$ cat src/hdl/fqs_pkg.sv
`default_nettype none
// ----------------------------------------------------------------------------
// FIFO queue with search: shared definitions
// Modes, status codes, controller states and the command and status bundles
// that pass between the controller and the datapath.
// ----------------------------------------------------------------------------
package fqs_pkg;

   localparam int FQS_DEPTH  = 16;
   localparam int FQS_DATA_W = 32;

   typedef enum logic [1:0] {
      MODE_ENQ    = 2'd0,
      MODE_DEQ    = 2'd1,
      MODE_DUMP   = 2'd2,
      MODE_SEARCH = 2'd3
   } fqs_mode_type;

   typedef enum logic [1:0] {
      ST_OK    = 2'd0,
      ST_EMPTY = 2'd1,
      ST_FULL  = 2'd2
   } fqs_status_type;

   typedef enum logic [2:0] {
      S_IDLE,
      S_RD,
      S_EV,
      S_FIND,
      S_STAT
   } fqs_state_type;

   // source of the next result beat
   typedef enum logic [1:0] {
      OUT_STAT,
      OUT_DATA,
      OUT_FIND
   } fqs_out_sel_type;

   typedef struct packed {
      logic            latch;
      logic            enq_write;
      logic            walk_start;
      logic            rd_en;
      logic            step;
      logic            deq_pop;
      logic            out_load;
      fqs_out_sel_type out_sel;
   } fqs_cmd_type;

   typedef struct packed {
      logic         empty;
      logic         full;
      logic         walk_last;
      logic         out_free;
      fqs_mode_type mode;
   } fqs_stat_type;

endpackage
`default_nettype wire

$ cat src/hdl/fqs_ram.sv
`default_nettype none
// ----------------------------------------------------------------------------
// Generic RAM
// One write port, one read port with registered read data. The read register
// holds its value while no read is issued.
// ----------------------------------------------------------------------------
module fqs_ram #(
   parameter int WIDTH = 32,
   parameter int DEPTH = 16
) (
   input  wire logic                     clock,
   input  wire logic                     wr_en,
   input  wire logic [$clog2(DEPTH)-1:0] wr_addr,
   input  wire logic [WIDTH-1:0]         wr_data,
   input  wire logic                     rd_en,
   input  wire logic [$clog2(DEPTH)-1:0] rd_addr,
   output logic      [WIDTH-1:0]         rd_data
);

   logic [WIDTH-1:0] mem_ff [DEPTH];

   always_ff @(posedge clock) begin
      if (wr_en) begin
         mem_ff[wr_addr] <= wr_data;
      end
      if (rd_en) begin
         rd_data <= mem_ff[rd_addr];
      end
   end

endmodule
`default_nettype wire

$ cat src/hdl/fqs_ctrl.sv
`default_nettype none
// ----------------------------------------------------------------------------
// FIFO queue with search: controller
// Sequences one command at a time: accept, walk the stored entries through
// the RAM read port, and hand result beats to the output register.
// ----------------------------------------------------------------------------
module fqs_ctrl
   import fqs_pkg::*;
(
   input  wire logic         clock,
   input  wire logic         reset,
   input  wire logic         req_valid,
   input  wire logic [1:0]   req_mode,
   input  wire fqs_stat_type stat,
   output logic              req_stall,
   output fqs_cmd_type       cmd
);

   fqs_state_type state_ff;
   fqs_state_type state_in;

   always_ff @(posedge clock) begin
      if (reset) begin
         state_ff <= S_IDLE;
      end else begin
         state_ff <= state_in;
      end
   end

   // next state
   always_comb begin
      state_in = state_ff;
      unique case (state_ff)
         S_IDLE: begin
            if (req_valid) begin
               if (req_mode == MODE_ENQ) begin
                  if (stat.full) begin
                     state_in = S_STAT;
                  end
               end else if (stat.empty) begin
                  state_in = S_STAT;
               end else begin
                  state_in = S_RD;
               end
            end
         end
         S_RD: begin
            state_in = S_EV;
         end
         S_EV: begin
            unique case (stat.mode)
               MODE_DEQ: begin
                  if (stat.out_free) begin
                     state_in = S_IDLE;
                  end
               end
               MODE_DUMP: begin
                  if (stat.out_free && stat.walk_last) begin
                     state_in = S_IDLE;
                  end
               end
               MODE_SEARCH: begin
                  if (stat.walk_last) begin
                     state_in = S_FIND;
                  end
               end
               MODE_ENQ: begin
                  state_in = S_IDLE;
               end
            endcase
         end
         S_FIND, S_STAT: begin
            if (stat.out_free) begin
               state_in = S_IDLE;
            end
         end
         default: begin
            state_in = S_IDLE;
         end
      endcase
   end

   // outputs
   always_comb begin
      cmd       = '0;
      cmd.out_sel = OUT_STAT;
      req_stall = (state_ff != S_IDLE);
      unique case (state_ff)
         S_IDLE: begin
            if (req_valid) begin
               cmd.latch = 1'b1;
               if (req_mode == MODE_ENQ) begin
                  cmd.enq_write = !stat.full;
               end else begin
                  cmd.walk_start = !stat.empty;
               end
            end
         end
         S_RD: begin
            cmd.rd_en = 1'b1;
         end
         S_EV: begin
            unique case (stat.mode)
               MODE_DEQ: begin
                  if (stat.out_free) begin
                     cmd.out_load = 1'b1;
                     cmd.out_sel  = OUT_DATA;
                     cmd.deq_pop  = 1'b1;
                  end
               end
               MODE_DUMP: begin
                  // hold the read data until the output register frees up
                  if (stat.out_free) begin
                     cmd.out_load = 1'b1;
                     cmd.out_sel  = OUT_DATA;
                     cmd.step     = 1'b1;
                     cmd.rd_en    = !stat.walk_last;
                  end
               end
               MODE_SEARCH: begin
                  cmd.step  = 1'b1;
                  cmd.rd_en = !stat.walk_last;
               end
               MODE_ENQ: begin
                  cmd.step = 1'b0;
               end
            endcase
         end
         S_FIND: begin
            cmd.out_load = stat.out_free;
            cmd.out_sel  = OUT_FIND;
         end
         S_STAT: begin
            cmd.out_load = stat.out_free;
            cmd.out_sel  = OUT_STAT;
         end
         default: begin
            cmd.out_sel = OUT_STAT;
         end
      endcase
   end

endmodule
`default_nettype wire

$ cat src/hdl/fqs_dp.sv
`default_nettype none
// ----------------------------------------------------------------------------
// FIFO queue with search: datapath
// Ring pointers and fill count, the entry RAM, the walk counters for dump
// and search, and the result output register.
// ----------------------------------------------------------------------------
module fqs_dp
   import fqs_pkg::*;
#(
   parameter int DEPTH = FQS_DEPTH
) (
   input  wire logic                         clock,
   input  wire logic                         reset,
   input  wire fqs_cmd_type                  cmd,
   input  wire logic [1:0]                   req_mode,
   input  wire logic signed [FQS_DATA_W-1:0] req_operand,
   input  wire logic                         rsp_stall,
   output fqs_stat_type                      stat,
   output logic                              rsp_valid,
   output logic [1:0]                        rsp_kind,
   output logic [1:0]                        rsp_status,
   output logic signed [FQS_DATA_W-1:0]      rsp_value,
   output logic                              rsp_found,
   output logic                              rsp_last
);

   localparam int IDX_W = $clog2(DEPTH);
   localparam int CNT_W = $clog2(DEPTH + 1);

   logic [IDX_W-1:0]      head_ff, head_in;
   logic [IDX_W-1:0]      tail_ff, tail_in;
   logic [CNT_W-1:0]      count_ff, count_in;
   logic [IDX_W-1:0]      walk_idx_ff, walk_idx_in;
   logic [CNT_W-1:0]      walk_left_ff, walk_left_in;
   logic                  hit_ff, hit_in;
   fqs_mode_type          mode_ff, mode_in;
   logic [FQS_DATA_W-1:0] operand_ff, operand_in;
   fqs_status_type        code_ff, code_in;
   logic                  rsp_valid_ff, rsp_valid_in;
   logic [1:0]            kind_ff, kind_in;
   logic [1:0]            status_ff, status_in;
   logic [FQS_DATA_W-1:0] value_ff, value_in;
   logic                  found_ff, found_in;
   logic                  last_ff, last_in;
   logic [FQS_DATA_W-1:0] rd_data;

   function automatic logic [IDX_W-1:0] ring_next(input logic [IDX_W-1:0] idx);
      if (idx == IDX_W'(DEPTH - 1)) begin
         return '0;
      end
      return idx + 1'b1;
   endfunction

   fqs_ram #(
      .WIDTH (FQS_DATA_W),
      .DEPTH (DEPTH)
   ) u_ram (
      .clock   (clock),
      .wr_en   (cmd.enq_write),
      .wr_addr (tail_ff),
      .wr_data (req_operand),
      .rd_en   (cmd.rd_en),
      .rd_addr (walk_idx_ff),
      .rd_data (rd_data)
   );

   always_comb begin
      stat.empty     = (count_ff == '0);
      stat.full      = (count_ff == CNT_W'(DEPTH));
      stat.walk_last = (walk_left_ff == CNT_W'(1));
      stat.out_free  = !rsp_valid_ff || !rsp_stall;
      stat.mode      = mode_ff;
   end

   // ring state
   always_comb begin
      tail_in = cmd.enq_write ? ring_next(tail_ff) : tail_ff;
      head_in = cmd.deq_pop ? ring_next(head_ff) : head_ff;
      priority if (cmd.enq_write) begin
         count_in = count_ff + 1'b1;
      end else if (cmd.deq_pop) begin
         count_in = count_ff - 1'b1;
      end else begin
         count_in = count_ff;
      end
   end

   // walk over the occupied entries
   always_comb begin
      priority if (cmd.walk_start) begin
         walk_idx_in = head_ff;
      end else if (cmd.rd_en) begin
         walk_idx_in = ring_next(walk_idx_ff);
      end else begin
         walk_idx_in = walk_idx_ff;
      end
      priority if (cmd.walk_start) begin
         walk_left_in = count_ff;
         hit_in       = 1'b0;
      end else if (cmd.step) begin
         walk_left_in = walk_left_ff - 1'b1;
         hit_in       = hit_ff | (rd_data == operand_ff);
      end else begin
         walk_left_in = walk_left_ff;
         hit_in       = hit_ff;
      end
   end

   // command capture
   always_comb begin
      if (cmd.latch) begin
         mode_in    = fqs_mode_type'(req_mode);
         operand_in = req_operand;
         code_in    = (req_mode == MODE_ENQ) ? ST_FULL : ST_EMPTY;
      end else begin
         mode_in    = mode_ff;
         operand_in = operand_ff;
         code_in    = code_ff;
      end
   end

   // output register
   always_comb begin
      rsp_valid_in = rsp_valid_ff && rsp_stall;
      kind_in      = kind_ff;
      status_in    = status_ff;
      value_in     = value_ff;
      found_in     = found_ff;
      last_in      = last_ff;
      if (cmd.out_load) begin
         rsp_valid_in = 1'b1;
         kind_in      = mode_ff;
         last_in      = 1'b1;
         found_in     = 1'b0;
         value_in     = '0;
         unique case (cmd.out_sel)
            OUT_STAT: begin
               status_in = code_ff;
            end
            OUT_DATA: begin
               status_in = ST_OK;
               value_in  = rd_data;
               last_in   = (mode_ff != MODE_DUMP) || stat.walk_last;
            end
            OUT_FIND: begin
               status_in = ST_OK;
               found_in  = hit_ff;
            end
            default: begin
               status_in = code_ff;
            end
         endcase
      end
   end

   always_ff @(posedge clock) begin
      if (reset) begin
         head_ff      <= '0;
         tail_ff      <= '0;
         count_ff     <= '0;
         rsp_valid_ff <= 1'b0;
      end else begin
         head_ff      <= head_in;
         tail_ff      <= tail_in;
         count_ff     <= count_in;
         rsp_valid_ff <= rsp_valid_in;
      end
   end

   always_ff @(posedge clock) begin
      walk_idx_ff  <= walk_idx_in;
      walk_left_ff <= walk_left_in;
      hit_ff       <= hit_in;
      mode_ff      <= mode_in;
      operand_ff   <= operand_in;
      code_ff      <= code_in;
      kind_ff      <= kind_in;
      status_ff    <= status_in;
      value_ff     <= value_in;
      found_ff     <= found_in;
      last_ff      <= last_in;
   end

   assign rsp_valid  = rsp_valid_ff;
   assign rsp_kind   = kind_ff;
   assign rsp_status = status_ff;
   assign rsp_value  = value_ff;
   assign rsp_found  = found_ff;
   assign rsp_last   = last_ff;

endmodule
`default_nettype wire

$ cat src/hdl/fifo_queue_with_search_core.sv
`default_nettype none
// ----------------------------------------------------------------------------
// FIFO queue with search: top level
// Bounded ring of signed 32-bit entries with enqueue, dequeue, dump and
// membership search commands.
// ----------------------------------------------------------------------------
// The block handles one command at a time; entries live in a single-port-read
// RAM and every read of a stored entry goes through that one port, one entry
// per cycle unless a dump waits for a held output register. An enqueue that
// fits is written in S_IDLE; the next command is taken in the following cycle.
// Other commands read in S_RD and S_EV, search answers from S_FIND, and an
// enqueue into a full queue or any other command on an empty queue answers
// from S_STAT. Stalls on the result side add cycles only when a beat is ready
// and the output register is still held. The last result of a command can
// wait in the output register while the next command is already accepted.
// The RAM is not cleared after reset; only occupied entries are ever read.
// ----------------------------------------------------------------------------
module fifo_queue_with_search_core
   import fqs_pkg::*;
#(
   parameter int DEPTH = FQS_DEPTH
) (
   input  wire logic                         clock,
   input  wire logic                         reset,
   input  wire logic                         req_valid,
   output logic                              req_stall,
   input  wire logic [1:0]                   req_mode,
   input  wire logic signed [FQS_DATA_W-1:0] req_operand,
   output logic                              rsp_valid,
   input  wire logic                         rsp_stall,
   output logic [1:0]                        rsp_kind,
   output logic [1:0]                        rsp_status,
   output logic signed [FQS_DATA_W-1:0]      rsp_value,
   output logic                              rsp_found,
   output logic                              rsp_last
);

   fqs_cmd_type  cmd;
   fqs_stat_type stat;

   fqs_ctrl u_ctrl (
      .clock     (clock),
      .reset     (reset),
      .req_valid (req_valid),
      .req_mode  (req_mode),
      .stat      (stat),
      .req_stall (req_stall),
      .cmd       (cmd)
   );

   fqs_dp #(
      .DEPTH (DEPTH)
   ) u_dp (
      .clock       (clock),
      .reset       (reset),
      .cmd         (cmd),
      .req_mode    (req_mode),
      .req_operand (req_operand),
      .rsp_stall   (rsp_stall),
      .stat        (stat),
      .rsp_valid   (rsp_valid),
      .rsp_kind    (rsp_kind),
      .rsp_status  (rsp_status),
      .rsp_value   (rsp_value),
      .rsp_found   (rsp_found),
      .rsp_last    (rsp_last)
   );

   a_load_free: assert property (@(posedge clock) disable iff (reset)
      cmd.out_load |-> stat.out_free)
      else $error("result beat loaded over a waiting result");

   a_enq_room: assert property (@(posedge clock) disable iff (reset)
      cmd.enq_write |-> !stat.full)
      else $error("enqueue written into a full ring");

   a_pop_nonempty: assert property (@(posedge clock) disable iff (reset)
      cmd.deq_pop |-> !stat.empty)
      else $error("dequeue popped an empty ring");

   a_port_exclusive: assert property (@(posedge clock) disable iff (reset)
      cmd.rd_en |-> !cmd.enq_write && !cmd.latch)
      else $error("RAM read overlaps a command accept");

endmodule
`default_nettype wire
$ cat config.mk
export PLATFORM = sky130hd
export DESIGN_NAME = fifo_queue_with_search_core
export DESIGN_NICKNAME = d
export VERILOG_FILES = /design/src/hdl/fqs_pkg.sv /design/src/hdl/fqs_ram.sv /design/src/hdl/fqs_ctrl.sv /design/src/hdl/fqs_dp.sv /design/src/hdl/fifo_queue_with_search_core.sv
export SDC_FILE = /design/constraint.sdc
export NUM_CORES = 1
export LEC_CHECK = 0
export BUFFER_PORTS_ARGS = -buffer_cell sky130_fd_sc_hd__buf_2
export CORE_MARGIN = 8
export CORE_UTILIZATION = 60
export CTS_BUF_LIST = sky130_fd_sc_hd__clkbuf_8
export DETAILED_ROUTE_END_ITERATION = 10
export MAX_ROUTING_LAYER = met4
export PLACE_DENSITY = 0.77
export SETUP_SLACK_MARGIN = 0.05
export SYNTH_ARGS = -nofsm -noshare
export SYNTH_HDL_FRONTEND = slang
export SYNTH_SLANG_ARGS = --single-unit
$ cat constraint.sdc
create_clock -name clock -period 11.3 [get_ports clock]
set_input_delay 0.565 -clock clock [delete_from_list [all_inputs] [get_ports clock]]
set_output_delay 0.565 -clock clock [all_outputs]
set_load 0.02 [all_outputs]
==> metrics, run 1 <==
Area Growth Syn to Fin=11.8%; gr ovfl total=0; CTS max path bufs=3; Initial DRT Pass Iterations=5; Nets=approximately 1600; final setup fails=0; io pins=just under 80; Fillers=between 2000 and 3000; Initial Util=~60%; first-pass GRT wire length=around 84000 microns; cell count of the worst hold path=1; final hold violations=0; syn nets=about 1400; leakage power=around 0.0095 uW; die area=~49000 sq um; max-cap viol count=0; Worst EP required=~12 ns; flip-flop and latch count after synthesis=645; share of async-settable or async-resettable flops after synthesis=0%; Total Wirelength=about 56000 microns; initial antenna violation count=3; setup TNS=0 ns; kind of start point of the critical path=register; Clock Tree Root=clkbuf_8; Total Routing Usage GR=~24%; Layout Cells excl Fill=between 2000 and 2500; TritonCTS clock tree=built; status=finished, final reports clean; Detail Placement HPWL=roughly 30000 microns; # rows=75; Post-synth EDFFs=between 600 and 700; Worst Setup End Kind=register; clock sink count=about 650; wire length per cell=26.6 microns; placed insts=around 1900; Slew Viols, Final=0; cts repair resizes=0; vias in the first global route=about 14000; final worst-path cycle share=~27%; worst rel slew slack=24.3%; worst vdd ir=~0.00010 V; initial DRC count=about 1500; die height=221 microns; Core ar.=41700 sq um; CTS hold repair buffers=0; Primary FF master, synth=edfxtp_1; final core occ=a little under 70%; type of the worst min-delay path=in2reg; crit path max fanout=111; Worst-path clk slew=0.06 ns; total CTS buffers=just under 100; largest net degree at the start of global routing=around 110; arrival time at the worst endpoint=about 3.5 ns; share of cells above drive strength 1=a little under a quarter; syn avg cell area=18.5 sq um; Clock Skew=~0.028 ns; RSZ-0062 raised after global routing=no; Worst Setup Path Type=reg2reg; Post-CTS Setup Bufs=0; drt drc=0; Via density=6.22; post-route ant nets=0; DR vias=around 13000; clock latency on the worst-skew pair=roughly 0.67 ns; port bufs=77; library cells used by synthesis=54; RePlAce Congestion=about 0.81; Tmin final=3.06 ns; Power per Cell Area=approximately 180 nW/um^2; H-tree Lvls=3; Slew @ Worst Pin=between 1 and 1.5 ns; area of the multi-input gates=about 5700 sq um; fmax=327 MHz; sequential element share of the synthesized area=about three quarters; cells after synthesis=around 1400; Die Wd=between 200 and 250 microns; FF-to-FF path depth=7; Mapped Area=25100 sq um; register area=between 15000 and 20000 sq um; YS warnings=0
[power by group]
group	leakage, uW	internal, uW	total (uW)	switching (uW)
Clock	0.00101	892	1780	888
Sequential	0.00583	2700	2730	26.6
Combinational	0.00267	196	543	347
Total	0.00951	3790	5050	1260
[placed cells by master, fill, tap and decap left out, types with 16 or more instances in the layout]
cell type  synthesis  layout
a21oi_1           54      53
a221oi_1          32      32
a22oi_1           32      32
and2_1            37      35
buf_2             12      77
buf_4             13      30
clkbuf_8           0      99
clkinv_1           0      34
dfxtp_1           18      18
edfxtp_1         627     627
ha_1              16      16
inv_1             15      40
mux2_2            33      33
mux2i_1           98      98
mux4_2            64      64
nand2_1           50      49
nor2_1            34      22
o21ai_0           70      70
xnor2_1           24      24
xor2_1            18      18
[registers in the layout, summed over array words and instances, names as in the netlist, 4 cells and up]
register            count
u_dp.tail_ff            4
u_dp.head_ff            4
u_dp.count_ff           5
u_dp.operand_ff        32
u_dp.walk_left_ff       5
u_dp.u_ram.mem_ff     512
u_dp.u_ram.rd_data     32
u_dp.walk_idx_ff        4
u_dp.rsp_value         32
[cell type report]
cell class	count	share of cell area, %
Clock buffer	99	4.86
Clock inverter	81	1.57
Inverter	16	0.232
Sequential cell	645	68.4
Antenna cell	3	0.0268
Multi-Input combinational cell	630	20.3
Tap cell	539	2.40
Timing Repair Buffer	108	2.25
[synth_stat cells, types with 3 or more instances]
cell      number  area (sq um)
nand3_1        9          45.0
o21ai_0       70           350
mux2_2        33           372
nor4_1         6          37.5
ha_1          16           200
and2_1        37           231
a31oi_1        3          18.8
edfxtp_1     627         18800
nand2b_1       3          18.8
a221oi_1      32           280
mux4_2        64          1440
a21oi_1       54           270
dfxtp_1       18           360
nor2_1        34           128
nor3_1        10          50.1
inv_1         15          56.3
nand4_1        6          37.5
xor2_1        18           158
buf_1          3          11.3
nand2_1       50           188
mux2i_1       98           981
xnor2_1       24           210
buf_4         13          97.6
buf_2         12          60.1
clkbuf_1      35           131
a22oi_1       32           240
[critical path: stages, from the launching register on]
cell	delay [ns]
edfxtp_1	0.32
buf_4	0.65
buf_12	0.58
mux2_2	0.41
o21ai_0	0.18
a21oi_1	0.09
o21ai_0	0.23
nand2_1	0.07
[logic make-up after synthesis]
kind of cell / share of synthesized area (%)
simple gates: 3.50
buf+inv: 1.50
flops: 76.4
mux: 11.1
xor+xnor: 1.47
compound gates: 5.10
fa+ha+maj: 0.877
[final timing paths]
| check | startpoint | slack [ns] | endpoint |
|---|---|---|---|
| min reg2reg | u_dp.head_ff[3] | 0.52 | u_dp.head_ff[3] |
| max reg2reg | u_dp.walk_idx_ff[0] | 8.24 | u_dp.u_ram.rd_data[6] |
| min | req_mode[0] | 0.09 | u_dp.mode_ff[0] |
| max | u_dp.walk_idx_ff[0] | 8.24 | u_dp.u_ram.rd_data[6] |
[layer usage]
layer  vias up  GRT usage [%]  part of all wire (%)
met2       637           39.3                    50
met4         0           7.94                   2.0
met5         -              -                     0
met3        97           4.41                   7.9
met1      6728           31.6                    40
li1       5737              -                     -
[through the flow]
step	total power, uW	setup WS (ns)	cell area [sq um]	hold WS, ns
final	5050	8.24	28100	0.0932
after global routing	5230	7.98	28100	0.0558
after CTS	5080	8.27	28100	0.0556
after detailed placement	3320	8.28	26300	0.503
after global placement	3300	8.30	26300	0.494
after floorplan	3140	7.32	25100	0.440
(Power assumes the default switching activity.)
==> inputs of run 2 (changes only) <==
Clock period 11.3 ns to 3.12 ns, I/O delays scaled along.
==> metrics, run 2 (synthesis results as in run 1) <==
type of the worst min-delay path=in2reg; TritonCTS clock tree=built; Reg-to-Reg End=u_dp.count_ff[4]; Via density=6.18; die height=approximately 220 microns; fmax=~370 MHz; register area=about 19000 sq um; initial antenna violation count=0; CTS hold repair buffers=37; clock network power share=34.3%; arrival time at the worst endpoint=between 3 and 4 ns; share of cells above drive strength 1=about 23%; Biggest register=u_dp.u_ram.mem_ff; RR Startpoint=u_ctrl.state_ff[2]; wire length per cell=~26 microns; clock sink count=~650; H-tree Lvls=3; max reg flops=between 500 and 600; Total Wirelength=around 56000 microns; most frequent cells in the layout=627 x edfxtp_1, 100 x clkbuf_8, 98 x mux2i_1; Slew Viols, Final=0; first-pass GRT wire length=about 84000 microns; Area Growth Syn to Fin=14.3%; leakage power=roughly 0.01 uW; Int Power=~14000 uW; setup TNS=0 ns; final setup fails=0; Worst Setup End Kind=register; Power per Cell Area=635 nW/um^2; commonest non-fill, non-tap cell in the layout=edfxtp_1; RSZ-0062 raised after global routing=no; net load switching power=4560 uW; worst vdd ir=between 0.0003 and 0.0004 V; Worst EP required=~3.7 ns; Detail Placement HPWL=between 30000 and 40000 microns; total CTS buffers=98; largest net degree at the start of global routing=between 50 and 60; drt drc=0; crit path max fanout=11; Tmin final=roughly 2.7 ns; R2R setup slack=0.44 ns; # rows=75; met3 Usage GRT=under 10%; Core ar.=roughly 42000 sq um; initial DRC count=1502; Clock Tree Root=clkbuf_8; kind of start point of the critical path=register; die area=~49000 sq um; Layout Cells excl Fill=2166; Fillers=approximately 2600; area of the multi-input gates=about 5700 sq um; Logic pwr share=11.4%; GR Util met1=roughly a third; cts repair resizes=0; Worst Setup Path Type=reg2reg; Worst-path clk slew=roughly 0.060 ns; Nets=around 1600; Initial DRT Pass Iterations=8; Most Crowded Layer GR=met2; CTS max path bufs=3; placed insts=between 1500 and 2000; Total Routing Usage GR=24.4%; port bufs=between 70 and 80; max-cap viol count=0; final worst-path cycle share=85.9%; Ant. Diodes=0; post-route ant nets=0; Die Wd=between 200 and 250 microns; vias in the first global route=around 14000; RePlAce Congestion=0.824; DR vias=around 13000; CP startpoint=u_ctrl.state_ff[2]; Initial Util=between 60% and 70%; final hold violations=0; Setup crit end=u_dp.count_ff[4]; Slew @ Worst Pin=around 0.9 ns; Post-CTS Setup Bufs=0; net switching fraction of the power=approximately a quarter; worst rel slew slack=38.0%; FF-to-FF path depth=9; Clock Skew=around 0.032 ns; GR Util met2=between 30 and 40%; Seq pwr share=a little over half; status=finished, final reports clean; gr ovfl total=0; clock latency on the worst-skew pair=roughly 0.7 ns; io pins=slightly below 80
run 2: cell count changes in the layout (fill, tap and decap cells not counted), sizes merged:
cell and change:
dlygate4sd3 +37, inv +3, buf +16, clkbuf +1
bufinv -2, diode -3, clkinv -7
run 2: power by group through the flow:
stage	Clock (uW)	Sequential [uW]	Combinational, uW
6_report	6240	9890	2070
5_1_grt	6760	9910	2230
4_1_cts	6350	9890	2080
3_5_place_dp	0	10100	2040
3_3_place_gp	0	10100	1980
2_1_floorplan	0	10100	1270
run 2: critical path, stage by stage (launching register included):
cell	delay [ns]
dfxtp_1	0.44
nor3_4	0.29
o2111a_2	0.37
clkinv_4	0.15
fa_1	0.48
a21o_1	0.18
a21oi_1	0.20
mux2i_1	0.25
xnor2_1	0.14
nor2_1	0.05
run 2: per-stage QoR:
step	cell area [sq um]	utilization, %	worst slack (ns)	hold WS, ns	power, uW
after global placement	26600	63.8	0.525	0.351	12000
after detailed placement	26600	63.8	0.461	0.352	12100
after floorplan	25100	-	0.207	0.255	11400
after global routing	28700	68.9	0.276	0.184	18900
after CTS	28700	68.9	0.429	0.163	18300
final	28700	68.9	0.441	0.195	18200
run 2: layout make-up:
| type | instances | area share, % |
|---|---|---|
| clock inverter | 75 | 1.27 |
| sequential | 645 | 66.9 |
| tap | 539 | 2.35 |
| inverter | 16 | 0.227 |
| multi-input combinational | 630 | 19.9 |
| clock buffer | 100 | 4.80 |
| timing repair buffer | 161 | 4.56 |
run 2: routing by layer:
layer  vias up  share of wire [%]
li1       5823                  -
met1      6817                 40
met2       644                 48
met3       111                8.2
met4         0                3.2
met5         -                  0
run 2: worst min path at each step:
stage / slack [ns] / cells past startpoint / start / end
after detailed placement: 0.35 / 1 / req_mode[0] / u_dp.mode_ff[0]
after global routing: 0.18 / 2 / req_mode[1] / u_dp.mode_ff[1]
after CTS: 0.16 / 2 / req_mode[0] / u_dp.mode_ff[0]
final: 0.19 / 2 / req_mode[0] / u_dp.mode_ff[0]
after floorplan: 0.25 / 0 / req_mode[0] / u_dp.mode_ff[0]
after global placement: 0.35 / 1 / req_mode[1] / u_dp.mode_ff[1]
